==> src/rtl/trc_pkg.sv <==
`default_nettype none

package trc_pkg;

    localparam int COORD_W   = 6;
    localparam int FB_W      = 8;
    localparam int MIP_W     = 4;
    localparam int KIND_W    = 2;
    localparam int LVL_OUT_W = 3;
    localparam int RC_W      = 13;
    localparam int ADDR_W    = 20;
    localparam int TWIDTH_W  = 9;

    localparam logic [RC_W-1:0]  RC_MAX        = 13'd8191;
    localparam logic [MIP_W-1:0] MAX_MIP_RESET = 4'd8;

    // Result kinds.
    localparam logic [KIND_W-1:0] KIND_ADJUST = 2'd0;
    localparam logic [KIND_W-1:0] KIND_LOAD   = 2'd1;
    localparam logic [KIND_W-1:0] KIND_EVICT  = 2'd2;
    localparam logic [KIND_W-1:0] KIND_UNCH   = 2'd3;

    typedef struct packed {
        logic clear;
        logic load_in;
        logic decide;
        logic addr_ld;
        logic rd;
        logic upd;
        logic emit_unch;
    } trc_cmd_t;

    typedef struct packed {
        logic clear_done;
        logic oob;
        logic same;
        logic last;
        logic out_free;
    } trc_status_t;

    // Number of tiles along one dimension at a given mip level.
    function automatic int unsigned lvl_width(input int unsigned dim, input int unsigned s);
        return ((dim - 1) >> s) + 1;
    endfunction

    // Offset of the first tile of a mip level in the refcount store.
    function automatic int unsigned lvl_base(input int unsigned cols, input int unsigned rows,
                                             input int unsigned s);
        int unsigned acc;
        acc = 0;
        for (int unsigned k = 0; k < s; k++)
        begin
            acc += lvl_width(cols, k) * lvl_width(rows, k);
        end
        return acc;
    endfunction

endpackage

`default_nettype wire

==> src/rtl/trc_ctrl.sv <==
`default_nettype none

module trc_ctrl (
    input  wire logic                clk,
    input  wire logic                rst_n,
    input  wire logic                in_valid,
    output logic                     in_ready,
    input  wire trc_pkg::trc_status_t status,
    output trc_pkg::trc_cmd_t        cmd
);
    import trc_pkg::*;

    localparam logic [2:0] S_CLEAR  = 3'd0;
    localparam logic [2:0] S_IDLE   = 3'd1;
    localparam logic [2:0] S_DECIDE = 3'd2;
    localparam logic [2:0] S_UNCH   = 3'd3;
    localparam logic [2:0] S_ADDR   = 3'd4;
    localparam logic [2:0] S_RD     = 3'd5;
    localparam logic [2:0] S_UPD    = 3'd6;

    logic [2:0] state_reg;
    logic [2:0] state_next;

    always_comb
    begin
        state_next = state_reg;
        cmd        = '0;
        in_ready   = 1'b0;
        case (state_reg)
            S_CLEAR:
            begin
                cmd.clear = 1'b1;
                if (status.clear_done)
                begin
                    state_next = S_IDLE;
                end
            end
            S_IDLE:
            begin
                in_ready = 1'b1;
                if (in_valid)
                begin
                    cmd.load_in = 1'b1;
                    state_next  = S_DECIDE;
                end
            end
            S_DECIDE:
            begin
                cmd.decide = 1'b1;
                state_next = (status.oob || status.same) ? S_UNCH : S_ADDR;
            end
            S_UNCH:
            begin
                if (status.out_free)
                begin
                    cmd.emit_unch = 1'b1;
                    state_next    = S_IDLE;
                end
            end
            S_ADDR:
            begin
                cmd.addr_ld = 1'b1;
                state_next  = S_RD;
            end
            S_RD:
            begin
                cmd.rd     = 1'b1;
                state_next = S_UPD;
            end
            S_UPD:
            begin
                if (status.out_free)
                begin
                    cmd.upd    = 1'b1;
                    state_next = status.last ? S_IDLE : S_RD;
                end
            end
            default:
            begin
                state_next = S_IDLE;
            end
        endcase
    end

    always_ff @(posedge clk or negedge rst_n)
    begin
        if (!rst_n)
        begin
            state_reg <= S_CLEAR;
        end
        else
        begin
            state_reg <= state_next;
        end
    end

endmodule

`default_nettype wire

==> config.mk <==
export PLATFORM = sky130hd
export DESIGN_NAME = trc_ctrl
export DESIGN_NICKNAME = d
export VERILOG_FILES = /design/src/rtl/trc_pkg.sv /design/src/rtl/trc_ctrl.sv
export SDC_FILE = /design/constraint.sdc
export NUM_CORES = 1
export LEC_CHECK = 0
export ABC_CLOCK_PERIOD_IN_PS = 1100
export BUFFER_PORTS_ARGS = -buffer_cell sky130_fd_sc_hd__buf_2
export CAP_MARGIN = 5
export CORE_AREA = 5 5 42 44
export DETAILED_ROUTE_END_ITERATION = 16
export DIE_AREA = 0 0 47 49
export GPL_TIMING_DRIVEN = 0
export PLACE_DENSITY = 0.41
export SYNTH_ARGS = -nofsm -noshare
export SYNTH_HDL_FRONTEND = slang
export SYNTH_SLANG_ARGS = --single-unit
export TNS_END_PERCENT = 100
==> constraint.sdc <==
create_clock -name clk -period 1.1 [get_ports clk]
set_clock_uncertainty 0.1 [all_clocks]
set_input_delay 0.11 -clock clk [delete_from_list [all_inputs] [get_ports clk]]
set_output_delay 0.11 -clock clk [all_outputs]
set_load 0.02 [all_outputs]
Word-level counts from Yosys, hierarchy flattened
Cells that the tools add are included.
{ "classes": {"eq_ne": 10, "mux": 17, "n_reduce_logical": 3} }
{ "ops": {"columns": ["cell", "count"], "rows": [
  ["$pmux 3 s7", 1],
  ["$mux 3", 6],
  ["$mux 1", 10],
  ["$eq 3x3->1 const B", 3],
  ["$ne 2x2->1 const B", 4],
  ["$eq 3x2->1 const B", 2],
  ["$reduce_and 4->1", 1],
  ["$eq 3x1->1 const B", 1],
  ["$logic_not 3->1", 1],
  ["$logic_or 1x1->1", 1]
]} }
{ "word_totals": {"input_bits": 8, "output_inout_bits": 8, "regBits": 3, "elab_cells": 31} }

Longest topological paths before layout
Gate-level depths: netlist of run 1.
{ "depth": {"word_depth": 3, "ltp_mapped": 4, "ltp_nobuf": 3} }

Least setup slack after synthesis of run 1
OpenSTA, ideal clock, no wires.
{ "synth_path": {"path_type": "register -> output", "startpoint": "register state_reg[1]", "endpoint": "output cmd[5] (netlist name)", "stages_incl_launch_ff": 4, "path_slack_ns": -0.283, "required_time_ns": 0.890, "t_arrival_ns": 1.173, "cell_sequence": "dfrtp_1 > buf_2 > nor3_2 > and2_1"} }
{ "synth_rtl": {"columns": ["element", "line", "source"], "rows": [
  ["start: declaration", "trc_ctrl.sv:21", "logic [2:0] state_reg;"],
  ["start signal: assignment", "trc_ctrl.sv:93", "state_reg <= state_next;"],
  ["end: declaration", "trc_ctrl.sv:9", "output trc_pkg::trc_cmd_t cmd"]
]} }

==> flow_results.org, run 1 <==
** Status
- The flow ran to the end, but the final reports show violations.
- The final reports fail on setup timing.

** Placement
- HPWL reported at the end of detailed placement :: 546.9 µm
- Port bufs :: 15
- DP Area :: 366.6 µm²
- The congestion estimate from routability-driven global placement came to 0.6289.

** GRT
- Grt ovf :: 0
- Global routing used 7.622% of the available tracks across all layers.
- Entering global routing, the biggest net connects 10 pins.
- Antenna violations before repair :: 0
- The first global-routing pass estimated 1.235 mm of wire.
- Number of global-route vias before repair :: 310

** Yosys
- Summed over all instances, the cell type with the most area after synthesis is sky130_fd_sc_hd__dfrtp_1.
- Largest cells by area after synthesis :: sky130_fd_sc_hd__dfrtp_1, sky130_fd_sc_hd__a21oi_1, sky130_fd_sc_hd__nor3b_1, sky130_fd_sc_hd__nand2b_1, sky130_fd_sc_hd__or3_1
- In the synthesized netlist, the number of instances is 31.
- Post-Syn Area :: 242.7 µm²
- During synthesis, Yosys emitted a total of 0 warnings.
- Synthesized area per cell :: 7.830 µm²
- Sequential elements use 30.93% of the synthesized area.
- In this run, synthesis produced a sequential element count of 3.
- Of the post-synthesis cell area, the dominant cell type holds 30.93%.
- Yosys mapped the design onto 20 distinct sky130hd cell types.
- The number of nets in the synthesized netlist is 39.

** Route
- In the routed layout, each cell is associated on average with a via count of 4.338.
- The final layout contains routed wiring with a total length of 777 µm.
- Detailed routing inserted a total of 308 vias.
- Starting DRC count in detailed routing :: 0
- Final antenna-violating net count :: 0
- Drt pass-1 iters :: 1
- In the final routed layout, each cell accounts on average for 10.94 µm.
- For this run, design rule violations remaining after detail routing come to 0.

** Final layout
- Counting the fill cells in the layout gives 160.
- At the end of the flow, the number of nets in the layout was 64.
- Core utilization of the finished layout :: 35.63%
- Area growth syn-to-layout :: 105.7%
- Proportion of layout cells with a drive suffix above 1 :: 67.27%
- Number of flip-flops in the largest register :: 3
- Antenna diode instance count :: 0
- Area occupied by multi-input gates :: 191.4 µm²
- Summing all non-filler instances in the final layout gives an area of 499.2 µm².
- Across the whole layout, storage elements account for 77.57 µm².

** Clock tree
- CTS built an H-tree with a depth of 1.
- TritonCTS clock tree :: done
- TritonCTS sink count :: 3
- The cell sitting at the root of the clock tree is a sky130_fd_sc_hd__clkbuf_4.
- After clock tree synthesis, the clock-pin slew on the worst setup and hold paths is 0.04 ns.
- Clock Latency Late Sink :: 0.23 ns
- Maximum root-to-sink buffer count :: 2
- Clock tree synthesis inserted a total of 3 buffers.

** Timing
- The worst pin sits at a relative slew slack of 86.76%.
- Subtracting the final worst setup slack from the clock period gives 1.404 ns.
- For this run, the top clock speed supported by timing is 712.1 MHz.
- The max-slew violation count was 0.
- The total count of hold-check failures in the final report was 0.
- At the pin with the least slew margin, the transition time is 0.1982 ns.
- Setup WS post-layout :: -0.3044 ns
- Setup violations remaining at the end of the flow were counted as 11.
- Setup repair after global routing could not meet its margin everywhere.
- The worst path uses 127.7% of the clock period.

** Die
- The die is 49 µm tall.
- Area of the core region :: 1401 µm²
- IO Count :: 16
- Row generation in the floorplan step produced 14 rows.
- The initial utilization of the core area, before any placement, comes to 17.32%.
- The die covers 2303 µm².
- Die W :: 47 µm

** Critical path
- At the worst endpoint, the arrival time is 1.19 ns.
- Of all nets on the critical path, the largest fanout is 9.
- Worst-case reg-to-reg path depth :: 4
- Critical path capture point type :: output port
- Worst path required time :: 0.89 ns
- The worst setup path is launched from a flop.
- WS Path Type :: flop to output port

** Pwr
- The analysis attributes to cell leakage a power of 0.2272 nW.
- Peak supply drop :: 1412 µV
- For this design the ratio of total power to cell area is 2991 nW/µm².

** Worst hold path
- The min-delay analysis places its worst path in the category input pin to flop.
- Number of cells traversed by the worst hold path :: 3

** Job
- Number of max-cap violations :: 0
==> layout make-up <==
class,instances,area share (%)
Inverter,1,0.7519
Buffer,2,4.511
Tap cell,16,4.010
Timing Repair Buffer,20,31.58
Multi-Input combinational cell,25,38.35
Clock buffer,4,5.263
Sequential cell,3,15.54
==> cell usage in the layout (no fill, tap or decap), drive strengths merged <==
| master | instances |
|---|---|
| a31oi | 1 |
| o21ai | 2 |
| nor2 | 3 |
| dfrtp | 3 |
| nand2b | 2 |
| nand2 | 2 |
| inv | 1 |
| nor2b | 1 |
| nor3b | 2 |
| nor3 | 2 |
| or3b | 1 |
| dlygate4sd3 | 1 |
| a21oi | 3 |
| buf | 21 |
| and4b | 1 |
| and2 | 1 |
| clkbuf | 4 |
| or3 | 2 |
| o21bai | 1 |
| a41o | 1 |
==> where the power goes <==
part / total (W) / switching, W / internal, W
combinational: 0.00107 / 0.000509 / 0.000562
sequential: 0.000231 / 0.0000580 / 0.000173
clock: 0.000191 / 0.0000552 / 0.000136
total: 0.00149 / 0.000622 / 0.000871
==> metal layers <==
metal  global-route usage [%]  routed length [µm]  vias up
li1                         -                   -      158
met1                    7.522                 300      147
met2                    11.99                 461        3
met3                    2.214                  15        0
met4                    6.912                   0        0
met5                        0                   0        -
==> synth_stat cells <==
| master | number |
|---|---|
| sky130_fd_sc_hd__nand2b_1 | 2 |
| sky130_fd_sc_hd__buf_2 | 2 |
| sky130_fd_sc_hd__or3_1 | 2 |
| sky130_fd_sc_hd__a21oi_1 | 3 |
| sky130_fd_sc_hd__o21bai_1 | 1 |
| sky130_fd_sc_hd__a41o_1 | 1 |
| sky130_fd_sc_hd__a31oi_1 | 1 |
| sky130_fd_sc_hd__or3b_1 | 1 |
| sky130_fd_sc_hd__nor3b_1 | 2 |
| sky130_fd_sc_hd__and2_1 | 1 |
| sky130_fd_sc_hd__inv_1 | 1 |
| sky130_fd_sc_hd__nor2_1 | 3 |
| sky130_fd_sc_hd__nor2b_1 | 1 |
| sky130_fd_sc_hd__nand2_1 | 2 |
| sky130_fd_sc_hd__dfrtp_1 | 3 |
| sky130_fd_sc_hd__o21ai_1 | 1 |
| sky130_fd_sc_hd__o21ai_0 | 1 |
| sky130_fd_sc_hd__nor3_2 | 1 |
| sky130_fd_sc_hd__and4b_1 | 1 |
| sky130_fd_sc_hd__nor3_1 | 1 |
==> timing repair <==
| action | 4_1_cts | 5_1_grt |
|---|---|---|
| setup buffers | 3 | 1 |
| endpoints found under the setup margin | 11 | 11 |
| cloned | 0 | 0 |
| pin swaps | 3 | 5 |
| resized for setup | 19 | 4 |
| endpoints found under the hold margin | 3 | 0 |
| hold buffers | 1 | 0 |
==> final timing paths <==
check / start / to / slack [ns]
max: state_reg[1]$_DFFE_PN0P_ / cmd[5] / -0.30
min: status[3] / state_reg[2]$_DFFE_PN0P_ / 0.08
max reg2reg: state_reg[2]$_DFFE_PN0P_ / state_reg[1]$_DFFE_PN0P_ / -0.20
min reg2reg: state_reg[0]$_DFFE_PN0P_ / state_reg[0]$_DFFE_PN0P_ / 0.60
max in group asynchronous: rst_n / state_reg[2]$_DFFE_PN0P_ / 0.68
min in group asynchronous: rst_n / state_reg[1]$_DFFE_PN0P_ / 0.10
==> worst max-delay path, stage by stage (launching register included) <==
cell and delay [ns]:
sky130_fd_sc_hd__dfrtp_1 0.37, sky130_fd_sc_hd__buf_6 0.14, sky130_fd_sc_hd__nor3_4 0.18, sky130_fd_sc_hd__and2_4 0.16, sky130_fd_sc_hd__buf_6 0.10
==> through the flow <==
stage / instances / power, W / worst slack (ns) / TNS (ns) / hold slack, ns
2_1_floorplan: 31 / 0.0007860 / -0.1746 / -0.5090 / -0.2856
3_3_place_gp: 62 / 0.0009843 / -0.1992 / -1.158 / -0.1926
3_5_place_dp: 62 / 0.0009833 / -0.2242 / -1.126 / -0.1923
4_1_cts: 70 / 0.001413 / -0.3103 / -2.607 / 0.07336
5_1_grt: 71 / 0.001616 / -0.3833 / -3.158 / 0.06792
6_report: 71 / 0.001493 / -0.3044 / -2.445 / 0.07677
==> cells by family after synthesis <==
family | share of synthesized area [%]
simple gates | 43.30
flops | 30.93
compound gates | 20.10
buf+inv | 5.669
(Power assumes the default switching activity.)
==> inputs of run 2 (changes only) <==
RECOVER_POWER = 25   (was unset)
SLEW_MARGIN = 15   (was unset)
==> flow_results.org, run 2 (synthesized netlist as in run 1, its figures left out) <==
** Status
- The run finished, with violations left.
- Violated checks :: setup timing

** Die
- IO Count :: 16 (unchanged)
- Die span in y :: 49 µm (unchanged)
- The area of the placeable core came to 1401 µm² (unchanged).
- The effective utilization at floorplan is 17.32% (unchanged).
- The width of the chip came to 47 µm (unchanged).
- The floorplan die area was 2303 µm² (unchanged).
- The number of rows created at floorplan is 14 (unchanged).

** Route
- The per-cell routed wire length is 10.96 µm (+0.13%).
- Total met2 wirelength after detailed routing :: 460 µm (-0.22%)
- The initial detailed-routing violation count was 0 (unchanged).
- The total number of vias was 306 (-0.65%).
- The routed length on met1 is 302 µm (+0.67%).
- The number of optimization iterations in the first detailed-route pass was 1 (unchanged).
- Wire length after detailed routing :: 778 µm (+0.13%)
- The remaining design rule violation count was 0 (unchanged).
- Final antenna-violating net count :: 0 (unchanged)
- Drt via density :: 4.310 (-0.65%)
- In this run the top signal layer used is met3.
- The met3 wirelength from detailed routing came to 15 µm (unchanged).

** Timing
- Setup repair after global routing could not meet its margin everywhere.
- Number of endpoints failing setup at the final stage :: 11 (unchanged)
- Measured slew at the worst slew-check pin :: 0.1982 ns (unchanged)
- The final critical-path share of the clock period was 127.7% (about the same).
- Number of max-slew violations in the final report :: 0 (unchanged)
- Final hold violation count :: 0 (unchanged)
- Setup WS post-layout :: -0.3046 ns (-0.0001990 ns)
- The final setup TNS came to -2.449 ns (-0.003380 ns).
- Max Clock Freq :: 712.0 MHz (about the same)
- The minimum clock period after layout is 1.405 ns (+0.0001990 ns).
- Rel. slew slack :: 86.76% (unchanged)

** Pwr
- The power density over cell area was 2998 nW/µm² (+0.25%).
- Reported leakage power :: 0.2245 nW (-1.2%)
- The worst ir drop on vdd was 1413 µV (about the same).
- Total power :: 0.001493 W (about the same)

** Critical path
- Critical path capture point type :: output port
- STA classifies the critical path startpoint as a flop.
- WS Path Type :: flop to output port
- Worst path required time :: 0.89 ns (about the same)
- The arrival time reported for the critical path endpoint was 1.19 ns (about the same).
- Worst Path Max Fanout :: 9 (unchanged)

** Clock tree
- The H-tree depth is 1 (unchanged).
- The number of buffers added by the clock tree synthesis step came to 3 (unchanged).
- Register clock-pin slew on the reported worst setup and hold paths :: 0.04 ns (about the same)
- Clock Latency Late Sink :: 0.23 ns (about the same)
- TritonCTS sink count :: 3 (unchanged)
- Clock tree synthesis selected as its root buffer the cell sky130_fd_sc_hd__clkbuf_4.
- Maximum root-to-sink buffer count :: 2 (unchanged)
- TritonCTS clock tree :: done

** Job
- Number of max-cap violations :: 0 (unchanged)

** Final layout
- Most frequent cells in the layout :: sky130_fd_sc_hd__buf_6, sky130_fd_sc_hd__buf_2, sky130_fd_sc_hd__buf_4, sky130_fd_sc_hd__clkbuf_4
- Relative to the synthesized area, the layout overhead comes to 105.2%.
- Most common library cell in the layout ignoring fill and taps :: sky130_fd_sc_hd__buf_6
- The number of antenna diodes was 0 (unchanged).
- The fraction of the core area covered by cells at the end of the flow is 35.54% (-0.089 points).
- Number of flip-flops in the largest register :: 3 (unchanged)
- The number of nets at the end of the flow came to 64 (unchanged).
- The filler cell count in the final layout came to 160 (unchanged).
- Proportion of layout cells with a drive suffix above 1 :: 65.45% (-1.8 points)

** GRT
- The global router's overall resource usage was 7.622% (unchanged).
- The number of global-route vias before repair is 310 (unchanged).
- Antenna violations before repair :: 0 (unchanged)
- First-pass GRT wire length :: 1.235 mm (unchanged)
- The remaining global-route overflow was 0 (unchanged).
- The pin count of the biggest net entering global routing is 10 (unchanged).

** Placement
- The sum of net half-perimeters after detailed placement came to 546.9 µm (unchanged).
- The number of buffer cells added on primary ports is 15 (unchanged).
- Final weighted congestion of routability-driven global placement :: 0.6289 (unchanged)

** Worst hold path
- Class of the worst hold path :: input pin to flop
[run 2: changes by cell type in the layout (fill, tap and decap cells not counted), sizes merged]
cell / change
buf: -1
clkbuf: +1
[run 2: layer usage]
metal	vias to the layer above	track usage [%]
met5	-	0
met1	145	7.522
met4	0	6.912
met3	0	2.214
li1	158	-
met2	3	11.99
[run 2: per-stage QoR]
stage	std cells	hold slack (ns)	instance area, µm²	worst slack (ns)
after floorplan	31	-0.2856	271.5	-0.1746
after global placement	62	-0.1926	366.6	-0.1992
after detailed placement	62	-0.1923	366.6	-0.2242
after CTS	70	0.07336	479.2	-0.3103
after global routing	71	0.06792	498.0	-0.3833
final	71	0.07663	498.0	-0.3046
[run 2: worst paths after layout]
kind / from / endpoint / slack [ns] / cells after the start
setup / recovery: state_reg[1]$_DFFE_PN0P_ / cmd[5] / -0.30 / 4
hold / removal: status[3] / state_reg[2]$_DFFE_PN0P_ / 0.08 / 3
setup reg to reg: state_reg[2]$_DFFE_PN0P_ / state_reg[1]$_DFFE_PN0P_ / -0.20 / 4
hold reg to reg: state_reg[0]$_DFFE_PN0P_ / state_reg[0]$_DFFE_PN0P_ / 0.60 / 3
max in group asynchronous: rst_n / state_reg[2]$_DFFE_PN0P_ / 0.62 / 2
min in group asynchronous: rst_n / state_reg[1]$_DFFE_PN0P_ / 0.11 / 2
[run 2: layout make-up]
| type | instances | area, µm² | area share, % |
|---|---|---|---|
| Timing Repair Buffer | 20 | 156.4 | 31.41 |
| Tap cell | 16 | 20.02 | 4.020 |
| Clock buffer | 4 | 26.28 | 5.276 |
| Multi-Input combinational cell | 25 | 191.4 | 38.44 |
| Inverter | 1 | 3.754 | 0.7538 |
| Buffer | 2 | 22.52 | 4.523 |
| Sequential cell | 3 | 77.57 | 15.58 |
[run 2: worst max-delay path, stage by stage, from the launching register on]
cell and delay (ns):
sky130_fd_sc_hd__dfrtp_1 0.37, sky130_fd_sc_hd__buf_6 0.14, sky130_fd_sc_hd__nor3_4 0.18, sky130_fd_sc_hd__and2_4 0.16, sky130_fd_sc_hd__buf_6 0.10
[run 2: repair_timing]
item / CTS / global route
gates resized for setup: 19 / 4
endpoints found under the setup margin: 11 / 11
hold buffers: 1 / 0
buffers inserted: 3 / 1
endpoints found under the hold margin: 3 / 0
pin swaps: 3 / 5
cloned: 0 / 0
[run 2: where the power goes]
part	internal, W	switching [W]	leakage (nW)
Clock	0.000136	0.0000556	0.0150
Sequential	0.000173	0.0000580	0.0341
Combinational	0.000562	0.000509	0.175
Total	0.000870	0.000623	0.224
